[src/rtl/core/hsv2rgb_pkg.sv]
// shared types and fixed constants of the hsv to rgb converter
`default_nettype none

package hsv2rgb_pkg;

    localparam int HUE_W = 17;
    localparam int SAT_W = 9;
    localparam int VAL_W = 10;
    localparam int CH_W  = 8;
    localparam int LVL_W = 10;

    localparam logic [SAT_W-1:0] SAT_ONE = 9'd256;
    localparam logic [LVL_W-1:0] CH_MAX  = 10'd255;

    // floor(y / 60) = (y * DIV60_MUL) >> DIV60_SHIFT, exact for y < 2**Y_W
    localparam int          Y_W         = 16;
    localparam int          DIV60_SHIFT = 22;
    localparam logic [16:0] DIV60_MUL   = 17'd69906;
    localparam int          QP_W        = Y_W + 17;

    // hue sectors, each 60 degrees wide
    typedef enum logic [2:0] {
        SEC_RY = 3'd0,
        SEC_YG = 3'd1,
        SEC_GC = 3'd2,
        SEC_CB = 3'd3,
        SEC_BM = 3'd4,
        SEC_MR = 3'd5
    } t_sector;

    typedef struct packed {
        logic [SAT_W-1:0] sat;
        logic [VAL_W-1:0] val;
    } t_side;

    typedef struct packed {
        logic             grey;
        t_sector          sector;
        logic [VAL_W-1:0] val;
        logic [LVL_W-1:0] p;
        logic [QP_W-1:0]  q_prod;
        logic [QP_W-1:0]  t_prod;
    } t_lvl;

endpackage

`default_nettype wire

[src/rtl/core/hsv2rgb_hue.sv]
// hue wrap modulo 360 degrees and split into sector and remainder, four stages
`default_nettype none

module hsv2rgb_hue #(
    parameter int  HUE_FRAC_BITS = 6,
    localparam int SPAN  = 60 << HUE_FRAC_BITS,
    localparam int REM_W = $clog2(SPAN + 1)
) (
    input  wire                                    i_clk,
    input  wire                                    i_rst_n,
    input  wire                                    i_vld,
    output logic                                   o_rdy,
    input  wire signed [hsv2rgb_pkg::HUE_W-1:0]    i_hue,
    input  hsv2rgb_pkg::t_side                     i_side,
    output logic                                   o_vld,
    input  wire                                    i_rdy,
    output hsv2rgb_pkg::t_sector                   o_sector,
    output logic [REM_W-1:0]                       o_rem,
    output hsv2rgb_pkg::t_side                     o_side
);

    localparam int XW   = hsv2rgb_pkg::HUE_W;
    localparam int FULL = 360 << HUE_FRAC_BITS;
    localparam int HW   = $clog2(FULL);
    localparam int SH   = XW + HW;
    localparam int MW   = 19;
    localparam int PW   = XW + MW;
    localparam int QW   = (HW >= 18) ? 1 : 18 - HW;
    localparam int WW   = ((HW > XW) ? HW : XW) + 1;
    localparam int OFS  = 65536 % FULL;

    // reciprocal of the full circle, exact for every 17 bit operand
    localparam logic [MW-1:0] RECIP =
        MW'(((64'd1 << SH) + 64'(FULL) - 64'd1) / 64'(FULL));
    localparam logic [WW-1:0] OFS_W  = WW'(OFS);
    localparam logic [WW-1:0] FULL_W = WW'(FULL);
    localparam logic [HW-1:0] SEC_B1 = HW'(SPAN);
    localparam logic [HW-1:0] SEC_B2 = HW'(2 * SPAN);
    localparam logic [HW-1:0] SEC_B3 = HW'(3 * SPAN);
    localparam logic [HW-1:0] SEC_B4 = HW'(4 * SPAN);
    localparam logic [HW-1:0] SEC_B5 = HW'(5 * SPAN);

    logic [3:0] r_vld;
    logic [3:0] adv;

    logic [XW-1:0]      r_a_x;
    logic [PW-1:0]      r_a_prod;
    hsv2rgb_pkg::t_side r_a_side;

    logic [XW-1:0]      r_b_x;
    logic [XW-1:0]      r_b_qf;
    hsv2rgb_pkg::t_side r_b_side;

    logic [HW-1:0]      r_c_hue;
    hsv2rgb_pkg::t_side r_c_side;

    hsv2rgb_pkg::t_sector r_d_sector;
    logic [REM_W-1:0]     r_d_rem;
    hsv2rgb_pkg::t_side   r_d_side;

    logic [XW-1:0]      a_x;
    logic [QW-1:0]      b_q;
    logic [QW+HW-1:0]   b_qf_full;
    logic [WW-1:0]      c_rem;
    logic [WW-1:0]      c_wrap;
    hsv2rgb_pkg::t_sector d_sector;
    logic [HW-1:0]      d_base;

    // a stage moves when it is empty or the one after it moves
    assign adv[3] = !r_vld[3] || i_rdy;
    assign adv[2] = !r_vld[2] || adv[3];
    assign adv[1] = !r_vld[1] || adv[2];
    assign adv[0] = !r_vld[0] || adv[1];
    assign o_rdy  = adv[0];

    // offset by 65536 so the hue is non-negative
    assign a_x = {~i_hue[XW-1], i_hue[XW-2:0]};

    assign b_q       = QW'(r_a_prod >> SH);
    assign b_qf_full = (QW + HW)'(b_q) * (QW + HW)'(FULL);

    assign c_rem  = WW'(r_b_x) - WW'(r_b_qf);
    assign c_wrap = (c_rem >= OFS_W) ? c_rem - OFS_W : c_rem + FULL_W - OFS_W;

    always_comb begin
        priority if (r_c_hue >= SEC_B5) begin
            d_sector = hsv2rgb_pkg::SEC_MR;
            d_base   = SEC_B5;
        end else if (r_c_hue >= SEC_B4) begin
            d_sector = hsv2rgb_pkg::SEC_BM;
            d_base   = SEC_B4;
        end else if (r_c_hue >= SEC_B3) begin
            d_sector = hsv2rgb_pkg::SEC_CB;
            d_base   = SEC_B3;
        end else if (r_c_hue >= SEC_B2) begin
            d_sector = hsv2rgb_pkg::SEC_GC;
            d_base   = SEC_B2;
        end else if (r_c_hue >= SEC_B1) begin
            d_sector = hsv2rgb_pkg::SEC_YG;
            d_base   = SEC_B1;
        end else begin
            d_sector = hsv2rgb_pkg::SEC_RY;
            d_base   = '0;
        end
    end

    always_ff @(posedge i_clk) begin
        if (!i_rst_n) begin
            r_vld <= '0;
        end else begin
            if (adv[0]) r_vld[0] <= i_vld;
            if (adv[1]) r_vld[1] <= r_vld[0];
            if (adv[2]) r_vld[2] <= r_vld[1];
            if (adv[3]) r_vld[3] <= r_vld[2];
        end
    end

    always_ff @(posedge i_clk) begin
        if (adv[0]) begin
            r_a_x    <= a_x;
            r_a_prod <= PW'(a_x) * PW'(RECIP);
            r_a_side <= i_side;
        end
        if (adv[1]) begin
            r_b_x    <= r_a_x;
            r_b_qf   <= b_qf_full[XW-1:0];
            r_b_side <= r_a_side;
        end
        if (adv[2]) begin
            r_c_hue  <= c_wrap[HW-1:0];
            r_c_side <= r_b_side;
        end
        if (adv[3]) begin
            r_d_sector <= d_sector;
            r_d_rem    <= REM_W'(r_c_hue - d_base);
            r_d_side   <= r_c_side;
        end
    end

    assign o_vld    = r_vld[3];
    assign o_sector = r_d_sector;
    assign o_rem    = r_d_rem;
    assign o_side   = r_d_side;

endmodule

`default_nettype wire

[src/rtl/core/hsv2rgb_level.sv]
// p, q and t level products, three stages
`default_nettype none

module hsv2rgb_level #(
    parameter int  HUE_FRAC_BITS = 6,
    localparam int SPAN  = 60 << HUE_FRAC_BITS,
    localparam int REM_W = $clog2(SPAN + 1)
) (
    input  wire                   i_clk,
    input  wire                   i_rst_n,
    input  wire                   i_vld,
    output logic                  o_rdy,
    input  hsv2rgb_pkg::t_sector  i_sector,
    input  wire [REM_W-1:0]       i_rem,
    input  hsv2rgb_pkg::t_side    i_side,
    output logic                  o_vld,
    input  wire                   i_rdy,
    output hsv2rgb_pkg::t_lvl     o_lvl
);

    localparam int VAL_W = hsv2rgb_pkg::VAL_W;
    localparam int SAT_W = hsv2rgb_pkg::SAT_W;
    localparam int LVL_W = hsv2rgb_pkg::LVL_W;
    localparam int QP_W  = hsv2rgb_pkg::QP_W;
    localparam int Y_W   = hsv2rgb_pkg::Y_W;
    localparam int DEN   = SPAN << 8;
    localparam int DW    = $clog2(DEN + 1);
    localparam int SRW   = SAT_W + REM_W;
    localparam int PVW   = VAL_W + SAT_W;
    localparam int VW    = VAL_W + DW;
    localparam int DSH   = 8 + HUE_FRAC_BITS;

    localparam logic [REM_W-1:0] SPAN_R = REM_W'(SPAN);
    localparam logic [DW-1:0]    DEN_D  = DW'(DEN);

    logic [2:0] r_vld;
    logic [2:0] adv;

    logic [SRW-1:0]       r_e_sr;
    logic [SRW-1:0]       r_e_srt;
    logic [PVW-1:0]       r_e_pv;
    logic                 r_e_grey;
    hsv2rgb_pkg::t_sector r_e_sector;
    logic [VAL_W-1:0]     r_e_val;

    logic [VW-1:0]        r_f_vq;
    logic [VW-1:0]        r_f_vt;
    logic [LVL_W-1:0]     r_f_p;
    logic                 r_f_grey;
    hsv2rgb_pkg::t_sector r_f_sector;
    logic [VAL_W-1:0]     r_f_val;

    hsv2rgb_pkg::t_lvl    r_g_lvl;

    logic [SAT_W-1:0] e_sat;
    logic [DW-1:0]    f_aq;
    logic [DW-1:0]    f_at;
    logic [Y_W-1:0]   g_yq;
    logic [Y_W-1:0]   g_yt;

    assign adv[2] = !r_vld[2] || i_rdy;
    assign adv[1] = !r_vld[1] || adv[2];
    assign adv[0] = !r_vld[0] || adv[1];
    assign o_rdy  = adv[0];

    // saturation above one counts as one
    assign e_sat = (i_side.sat > hsv2rgb_pkg::SAT_ONE) ? hsv2rgb_pkg::SAT_ONE : i_side.sat;

    assign f_aq = DEN_D - DW'(r_e_sr);
    assign f_at = DEN_D - DW'(r_e_srt);

    // divide by 256 * 2**frac first, the divide by 60 follows
    assign g_yq = Y_W'(r_f_vq >> DSH);
    assign g_yt = Y_W'(r_f_vt >> DSH);

    always_ff @(posedge i_clk) begin
        if (!i_rst_n) begin
            r_vld <= '0;
        end else begin
            if (adv[0]) r_vld[0] <= i_vld;
            if (adv[1]) r_vld[1] <= r_vld[0];
            if (adv[2]) r_vld[2] <= r_vld[1];
        end
    end

    always_ff @(posedge i_clk) begin
        if (adv[0]) begin
            r_e_sr     <= SRW'(e_sat) * SRW'(i_rem);
            r_e_srt    <= SRW'(e_sat) * SRW'(SPAN_R - i_rem);
            r_e_pv     <= PVW'(i_side.val) * PVW'(hsv2rgb_pkg::SAT_ONE - e_sat);
            r_e_grey   <= (e_sat == '0);
            r_e_sector <= i_sector;
            r_e_val    <= i_side.val;
        end
        if (adv[1]) begin
            r_f_vq     <= VW'(r_e_val) * VW'(f_aq);
            r_f_vt     <= VW'(r_e_val) * VW'(f_at);
            r_f_p      <= LVL_W'(r_e_pv >> 8);
            r_f_grey   <= r_e_grey;
            r_f_sector <= r_e_sector;
            r_f_val    <= r_e_val;
        end
        if (adv[2]) begin
            r_g_lvl.q_prod <= QP_W'(g_yq) * QP_W'(hsv2rgb_pkg::DIV60_MUL);
            r_g_lvl.t_prod <= QP_W'(g_yt) * QP_W'(hsv2rgb_pkg::DIV60_MUL);
            r_g_lvl.p      <= r_f_p;
            r_g_lvl.grey   <= r_f_grey;
            r_g_lvl.sector <= r_f_sector;
            r_g_lvl.val    <= r_f_val;
        end
    end

    assign o_vld = r_vld[2];
    assign o_lvl = r_g_lvl;

endmodule

`default_nettype wire

[src/rtl/core/hsv_to_rgb_core.sv]
// top level of the hsv to rgb pixel converter
`default_nettype none

// Converts one hue / saturation / value pixel per clock into 8-bit red, green
// and blue while the output is not stalled. The datapath is an 8-stage
// pipeline, which can take a new pixel every cycle under that condition.
// Parallel multipliers share a stage, no stage chains two of them, which sets
// the depth: four stages wrap the hue modulo 360 degrees with a reciprocal
// multiply and split it into sector and remainder, three form the p, q and t
// levels, and the last one picks the channels by sector and saturates them.
// Every stage carries a valid bit; a stage moves when it is empty or the stage
// after it moves, so bubbles close up and a held output stalls the input only
// once the pipeline is full. Hue is signed degrees with HUE_FRAC_BITS fraction
// bits, saturation 256 means full (larger values count as full), and zero
// saturation yields grey at the brightness level. Results truncate toward
// zero and clip at 255.

module hsv_to_rgb_core #(
    parameter int HUE_FRAC_BITS = 6
) (
    input  wire                                  i_clk,
    input  wire                                  i_rst_n,
    // input transactions
    input  wire                                  i_valid,
    output logic                                 o_stall,
    input  wire signed [hsv2rgb_pkg::HUE_W-1:0]  i_hue,
    input  wire [hsv2rgb_pkg::SAT_W-1:0]         i_saturation,
    input  wire [hsv2rgb_pkg::VAL_W-1:0]         i_brightness,
    // output transactions
    output logic                                 o_valid,
    input  wire                                  i_stall,
    output logic [hsv2rgb_pkg::CH_W-1:0]         o_red,
    output logic [hsv2rgb_pkg::CH_W-1:0]         o_green,
    output logic [hsv2rgb_pkg::CH_W-1:0]         o_blue
);

    localparam int SPAN  = 60 << HUE_FRAC_BITS;
    localparam int REM_W = $clog2(SPAN + 1);
    localparam int LVL_W = hsv2rgb_pkg::LVL_W;
    localparam int CH_W  = hsv2rgb_pkg::CH_W;

    // hue stage outputs
    logic                 hue_rdy;
    logic                 hue_vld;
    hsv2rgb_pkg::t_side   in_side;
    hsv2rgb_pkg::t_sector hue_sector;
    logic [REM_W-1:0]     hue_rem;
    hsv2rgb_pkg::t_side   hue_side;

    // level stage outputs
    logic                 lvl_rdy;
    logic                 lvl_vld;
    hsv2rgb_pkg::t_lvl    lvl;

    // output register
    logic             r_o_valid;
    logic [CH_W-1:0]  r_red;
    logic [CH_W-1:0]  r_green;
    logic [CH_W-1:0]  r_blue;
    logic             out_rdy;

    logic [LVL_W-1:0] lvl_q;
    logic [LVL_W-1:0] lvl_t;
    logic [LVL_W-1:0] n_red;
    logic [LVL_W-1:0] n_green;
    logic [LVL_W-1:0] n_blue;

    assign in_side.sat = i_saturation;
    assign in_side.val = i_brightness;
    assign o_stall     = !hue_rdy;

    hsv2rgb_hue #(
        .HUE_FRAC_BITS (HUE_FRAC_BITS)
    ) u_hue (
        .i_clk    (i_clk),
        .i_rst_n  (i_rst_n),
        .i_vld    (i_valid),
        .o_rdy    (hue_rdy),
        .i_hue    (i_hue),
        .i_side   (in_side),
        .o_vld    (hue_vld),
        .i_rdy    (lvl_rdy),
        .o_sector (hue_sector),
        .o_rem    (hue_rem),
        .o_side   (hue_side)
    );

    hsv2rgb_level #(
        .HUE_FRAC_BITS (HUE_FRAC_BITS)
    ) u_level (
        .i_clk    (i_clk),
        .i_rst_n  (i_rst_n),
        .i_vld    (hue_vld),
        .o_rdy    (lvl_rdy),
        .i_sector (hue_sector),
        .i_rem    (hue_rem),
        .i_side   (hue_side),
        .o_vld    (lvl_vld),
        .i_rdy    (out_rdy),
        .o_lvl    (lvl)
    );

    // output register frees up when empty or taken this cycle
    assign out_rdy = !r_o_valid || !i_stall;

    // finish the divide by 60 of q and t
    assign lvl_q = LVL_W'(lvl.q_prod >> hsv2rgb_pkg::DIV60_SHIFT);
    assign lvl_t = LVL_W'(lvl.t_prod >> hsv2rgb_pkg::DIV60_SHIFT);

    // standard sector table, grey overrides it
    always_comb begin
        if (lvl.grey) begin
            n_red   = lvl.val;
            n_green = lvl.val;
            n_blue  = lvl.val;
        end else begin
            unique case (lvl.sector)
                hsv2rgb_pkg::SEC_RY: begin
                    n_red   = lvl.val;
                    n_green = lvl_t;
                    n_blue  = lvl.p;
                end
                hsv2rgb_pkg::SEC_YG: begin
                    n_red   = lvl_q;
                    n_green = lvl.val;
                    n_blue  = lvl.p;
                end
                hsv2rgb_pkg::SEC_GC: begin
                    n_red   = lvl.p;
                    n_green = lvl.val;
                    n_blue  = lvl_t;
                end
                hsv2rgb_pkg::SEC_CB: begin
                    n_red   = lvl.p;
                    n_green = lvl_q;
                    n_blue  = lvl.val;
                end
                hsv2rgb_pkg::SEC_BM: begin
                    n_red   = lvl_t;
                    n_green = lvl.p;
                    n_blue  = lvl.val;
                end
                default: begin
                    n_red   = lvl.val;
                    n_green = lvl.p;
                    n_blue  = lvl_q;
                end
            endcase
        end
    end

    always_ff @(posedge i_clk) begin
        if (!i_rst_n) begin
            r_o_valid <= 1'b0;
        end else if (out_rdy) begin
            r_o_valid <= lvl_vld;
        end
    end

    // clip each channel at 255
    always_ff @(posedge i_clk) begin
        if (out_rdy) begin
            r_red   <= (n_red   > hsv2rgb_pkg::CH_MAX) ? '1 : n_red[CH_W-1:0];
            r_green <= (n_green > hsv2rgb_pkg::CH_MAX) ? '1 : n_green[CH_W-1:0];
            r_blue  <= (n_blue  > hsv2rgb_pkg::CH_MAX) ? '1 : n_blue[CH_W-1:0];
        end
    end

    assign o_valid = r_o_valid;
    assign o_red   = r_red;
    assign o_green = r_green;
    assign o_blue  = r_blue;

endmodule

`default_nettype wire
[config.mk]
export PLATFORM = sky130hd
export DESIGN_NAME = hsv_to_rgb_core
export DESIGN_NICKNAME = d
export VERILOG_FILES = /design/src/rtl/core/hsv2rgb_pkg.sv /design/src/rtl/core/hsv2rgb_hue.sv /design/src/rtl/core/hsv2rgb_level.sv /design/src/rtl/core/hsv_to_rgb_core.sv
export SDC_FILE = /design/constraint.sdc
export NUM_CORES = 2
export LEC_CHECK = 0
export BUFFER_PORTS_ARGS = -buffer_cell sky130_fd_sc_hd__buf_4
export CORE_MARGIN = 2
export CORE_UTILIZATION = 55
export DETAILED_ROUTE_END_ITERATION = 8
export PLACE_DENSITY = 0.74
export SLEW_MARGIN = 10
export SYNTH_ARGS = -nofsm -noshare
export SYNTH_HDL_FRONTEND = slang
export SYNTH_SLANG_ARGS = --single-unit
[constraint.sdc]
create_clock -name i_clk -period 9.61 [get_ports i_clk]
set_input_delay 0.4805 -clock i_clk [delete_from_list [all_inputs] [get_ports i_clk]]
set_output_delay 0.4805 -clock i_clk [all_outputs]
set_load 0.1 [all_outputs]
; ---- After elaboration in Yosys (flattened, before gate mapping)
; Cells that the tools add are included.
[totals]
ff_bits = 456
latchBits = 0
ram_bits = 0
rom_bits = 0
in_bits = 40
output_inout_bits = 26
word_cells = 120
memories = 0
[classes]
add_sub_neg = 9
n_mul = 9
div_mod_pow = 0
order_cmp = 10
n_eq_ne = 4
shifts = 0
n_mux = 17
bitwise_logic = 1
reduce_logical = 25
[ops]
columns = op, n
row1 = case mux 10 bit (3 select lines), 3
row2 = "multiplier 16 x 16 -> 31 bit, second input constant", 2
row3 = multiplier 10 x 20 -> 30 bit, 2
row4 = two-way mux 12 bit, 5
row5 = "subtractor 20 bit, first input constant", 2
row6 = "multiplier 17 x 17 -> 34 bit, second input constant", 1
row7 = ">= comparator 15 x 14 -> 1 bit, second input constant", 2
row8 = "greater-than comparator 10 x 8 -> 1 bit, second input constant", 3
row9 = two-way mux 10 bit, 3
row10 = "subtractor 15 bit, second input constant", 2
row11 = multiplier 9 x 21 -> 20 bit, 1
row12 = multiplier 9 x 12 -> 20 bit, 1
row13 = multiplier 10 x 19 -> 18 bit, 1
row14 = ">= comparator 18 x 15 -> 1 bit, second input constant", 1
row15 = subtractor 17 x 17 -> 18 bit, 1
row16 = "adder 15 bit, second input constant", 1
row17 = ">= comparator 15 x 12 -> 1 bit, second input constant", 1
row18 = ">= comparator 15 x 13 -> 1 bit, second input constant", 1
row19 = ">= comparator 15 bit, second input constant", 1
row20 = two-way mux 15 bit, 1
row21 = "subtractor 12 x 12 -> 13 bit, first input constant", 1
row22 = subtractor 12 bit, 1
row23 = logical NOT 1 bit, 10
row24 = OR reduction 2 bit, 5
row25 = 13 further kinds, 23

; ---- Longest topological paths before layout
[depth]
ltp_word = 10
ltp_mapped = 28
ltp_nobuf = 26

; ---- Modules after synthesis
; From an unflattened synthesis, not the netlist that was laid out.
[hier_totals]
cells_unflattened = 4503
hier_area_um2 = 46890.0
[by_module_without_submodules]
columns = module, instances, cells_per_inst, area_each_um2, seq_area_each_um2
row1 = hsv2rgb_level, 1, 3476, 34314.2, 6276.0
row2 = hsv2rgb_hue, 1, 789, 10287.4, 4614.4
row3 = hsv_to_rgb_core, 1, 238, 2288.4, 740.7

; ---- Worst setup path before layout
; Ideal clock, no wire load.
[synth_path]
path_type = reg-to-reg
from = reg u_level.r_e_srt[2]
to = reg u_level.r_f_vt[27], data pin
setup_time_ps = 258
arrival_ps = 6385
required_ps = 9352
slack_ps = 2967
stages_incl_launch_ff = 25
n_path_buf = 0
synth_period_minus_slack_ps = 6643
path_cell_list = edfxtp_1 -> nor3_1 -> nand2b_1 -> nor4_1 -> nand3b_1 -> nor3_1 -> xnor2_1 -> nand2_1 -> fa_1 -> inv_1 -> fa_1 -> fa_1 -> fa_1 -> inv_1 -> fa_1 -> inv_1 -> ha_1 -> nand4_1 -> or4b_1 -> o21ai_1 -> a21oi_1 -> nor3b_1 -> a31oi_1 -> nor2b_1 -> xnor2_1
[synth_between]
elab_chain_cells = 2
[synth_rtl]
columns = item, line_no
row1 = start: declaration, hsv2rgb_level.sv:40  ; logic [SRW-1:0] r_e_srt;
row2 = start signal: assignment, hsv2rgb_level.sv:89  ; r_e_srt <= SRW'(e_sat) * SRW'(SPAN_R - i_rem);
row3 = subtractor 20 bit, hsv2rgb_level.sv:70  ; assign f_at = DEN_D - DW'(r_e_srt);
row4 = multiplier 10 x 20 -> 30 bit, hsv2rgb_level.sv:97  ; r_f_vt <= VW'(r_e_val) * VW'(f_at);
row5 = end signal: assignment, hsv2rgb_level.sv:97
row6 = end: declaration, hsv2rgb_level.sv:47  ; logic [VW-1:0] r_f_vt;
; Every way passes these cells.
; A chain may end at the register's enable or synchronous reset.

; ---- Final worst setup path
[layout_path]
from = reg u_level.r_e_srt[2]
to = reg u_level.r_f_vt[28], data pin
; Same word-level chain as after synthesis.

==> out/results.tsv <==
stage	metric	value	unit
status	status	finished, final reports clean	
final_layout	area_growth	6.952	%
routing	drtAntennaViolNets	0	
logic_synthesis	syn_avg_cell_area	10.44	sq um
sta	drv_slew	0	
final_layout	final_core_util	0.5913	
worst_setup_path	end_kind	flip-flop	
sta	slew-limit-headroom	0.1836	
sta	period_share	0.7936	
worst_setup_path	start_kind	flip-flop	
final_layout	final_cell_mix	inv_1, fa_1, ha_1	
clock_network	cts_repair_resize_count	0	
routing	drc_errors	0	
final_layout	multi_input_area	29640	sq um
routing	firstDrtPassIters	7	
logic_synthesis	synthArstFlopShare	0	
sta	tightest_slew	1.219	ns
logic_synthesis	synthCells	4158	
clock_network	clkLatencyLatePin	0.58	ns
final_layout	nNetsFinal	5473	
logic_synthesis	synth_flop_cell	edfxtp_1	
final_layout	fillers	6396	
sta	hold_violations	0	
routing	wl	89.81	mm
clock_network	htreeDepth	2	
global_routing	grt_pass1_wl	150.6	mm
clock_network	cts_made_buffers	40	
clock_network	hold_buffers	0	
placement	dpl-instance-area	45140	sq um
global_routing	grt_pass1_vias	30060	
global_routing	grtUsageTotal	0.2299	
placement	io_buffers	65	
global_routing	grt-ovfl-total	0	
sta	fin_skew	0.02875	ns
logic_synthesis	ys_ff_latch	346	
floorplanning	ios	66	
worst_setup_path	critPathMaxFanout	10	
clock_network	cts_buffer_depth	3	
logic_synthesis	syn_area	43390	sq um
clock_network	cts_tree	built	
worst_setup_path	path_class	flip-flop to flip-flop	
final_layout	regArea	10310	sq um
floorplanning	fp.dieH	284.9	um
logic_synthesis	synth_seq_area_share	0.2376	
logic_synthesis	yosysTopAreaCell	fa_1	
logic_synthesis	yosysWarnings	0	
sta	worst_hold_slack	0.07639	ns
routing	num_vias	28291	
worst_setup_path	required	9.92	ns
routing	via_per_inst	5.348	
routing	drtIter0Drc	1634	
clock_network	root_buffer	clkbuf_16	
flow_run	drv_cap	0	
floorplanning	die_w	284.9	um
sta	setup-violations-final	0	
clock_network	clkTransAtPathRegs	0.06	ns
sta	max_freq	0.1311	GHz
worst_hold_path	hp-class	input port to flip-flop	
placement	finalWeightedCongestion	0.8866	
logic_synthesis	synth_edf_count	338	
global_routing	grt_max_degree	64	
clock_network	cts.sinks	346	
logic_synthesis	synth_top_area_share	0.3008	
sta	tns	0	ns
placement	hpwl	71.86	mm
final_layout	antennaDiodeCount	0	
final_layout	final_common_cell	inv_1	
final_layout	drive_above_1_share	0.04292	
worst_setup_path	cp.arrival	7.93	ns
global_routing	antenna_found_initial	0	
floorplanning	row_count	103	
final_layout	final_cell_area	46410	sq um
routing	wl_per_cell	16.98	um
clock_network	cts_setup_buffers	0	
floorplanning	start_util	0.5529	
sta	period_minus_slack	7.626	ns
floorplanning	coreArea	78480	sq um
logic_synthesis	yosys-top-cells-area	fa_1, edfxtp_1, ha_1	
logic_synthesis	synth.distinct_cells	65	
floorplanning	die_area	81160	sq um
sta	rsz0062_at_grt	false	
[area by class of cell]
class | count | share of cell area
tap | 1050 | 0.02831
clock buffer | 44 | 0.02211
multi-input combinational | 2890 | 0.6387
clock inverter | 27 | 0.005311
inverter | 835 | 0.06753
sequential | 346 | 0.2222
timing repair buffer | 98 | 0.01585
[path summary, 6_finish.rpt]
check / start / endpoint / slack [ns] / cells past startpoint
max: u_level.r_e_srt[2] / u_level.r_f_vt[28] / 1.98 / 25
max reg2reg: u_level.r_e_srt[2] / u_level.r_f_vt[28] / 1.98 / 25
min: i_saturation[3] / u_hue.r_a_side[13] / 0.08 / 1
min reg2reg: u_level.r_e_grey / u_level.r_f_grey / 0.41 / 0
[state kept, by name (all words and copies together) (netlist names), 10 cells and up]
register	cells
u_level.r_e_val	10
u_hue.r_b_x	17
u_level.o_lvl	44
u_hue.r_a_x	17
u_level.r_e_srt	20
u_hue.o_rem	12
u_hue.r_c_hue	15
u_hue.o_side	19
u_level.r_e_pv	10
u_hue.r_b_side	19
u_level.r_f_vt	16
u_hue.r_c_side	19
u_level.r_f_val	10
u_level.r_f_p	10
u_level.r_e_sr	19
u_level.r_f_vq	16
u_hue.r_a_side	19
[cell usage after synthesis (7+ instances only)]
master and n:
inv_1 835, fa_1 652, ha_1 570, nand2_1 450
edfxtp_1 338, and2_1 310, nor2_1 121, xnor2_1 120
a21oi_1 117, clkbuf_1 102, o21ai_0 66, xor2_1 53
nor3_1 52, nor2b_1 34, a21o_1 32, a211oi_1 27
nand3_1 27, mux2i_1 22, nand2b_1 22, o21a_1 21
o211ai_1 17, nand4_1 14, nor4_1 14, o21bai_1 14
or3_1 13, a22oi_1 10, o31ai_1 9, dfxtp_1 8
and3_1 7
[layer usage]
layer | up-vias | share of wire | track usage | wire length (um)
li1 | 13309 | - | - | -
met1 | 14040 | 0.43 | 0.3062 | 38260
met2 | 766 | 0.49 | 0.3965 | 44210
met3 | 176 | 0.050 | 0.02512 | 4507
met4 | 0 | 0.032 | 0.07171 | 2837
met5 | - | 0 | 0 | 0
[critical path: stages (launching register included)]
cell	delay, ns
edfxtp_1	0.43
nor3_1	0.26
nand2b_1	0.15
nor4_1	0.31
nand3b_1	0.26
nand2b_1	0.24
xnor2_1	0.81
nand2_1	0.21
fa_1	0.58
inv_1	0.05
fa_1	0.48
fa_1	0.50
fa_1	0.49
inv_1	0.05
fa_1	0.47
inv_1	0.04
ha_1	0.32
a21o_1	0.17
a21oi_1	0.18
o21ai_0	0.16
or3_1	0.33
a21oi_1	0.20
nor3b_1	0.11
a31oi_1	0.28
a21oi_1	0.13
xor2_1	0.16
[cell families (layout without fill, tap and decap cells)]
| kind of cell | count (synthesis) | in the layout | synth area share |
|---|---|---|---|
| flip-flops | 346 | 346 | 0.2376 |
| XOR/XNOR | 173 | 173 | 0.03492 |
| AND/OR/NAND/NOR | 1082 | 1082 | 0.1212 |
| multiplexers | 22 | 22 | 0.005075 |
| buffers and inverters | 944 | 1004 | 0.08169 |
| other | 2 | 24 | 0.0001731 |
| adder cells (fa/ha/maj) | 1222 | 1222 | 0.4652 |
| AO/OA/AOI/OAI | 367 | 367 | 0.05415 |
[through the flow]
| stage | instances | setup WS, ns |
|---|---|---|
| 3_3_place_gp | 5219 | 2.281 |
| 3_5_place_dp | 5219 | 2.037 |
| 5_1_grt | 5290 | 1.490 |
| 2_1_floorplan | 4180 | 2.967 |
| 6_report | 5290 | 1.984 |
| 4_1_cts | 5290 | 1.986 |
Power is not shown: default switching activity piles up to over one toggle a cycle in this logic, so the estimate is an artifact.
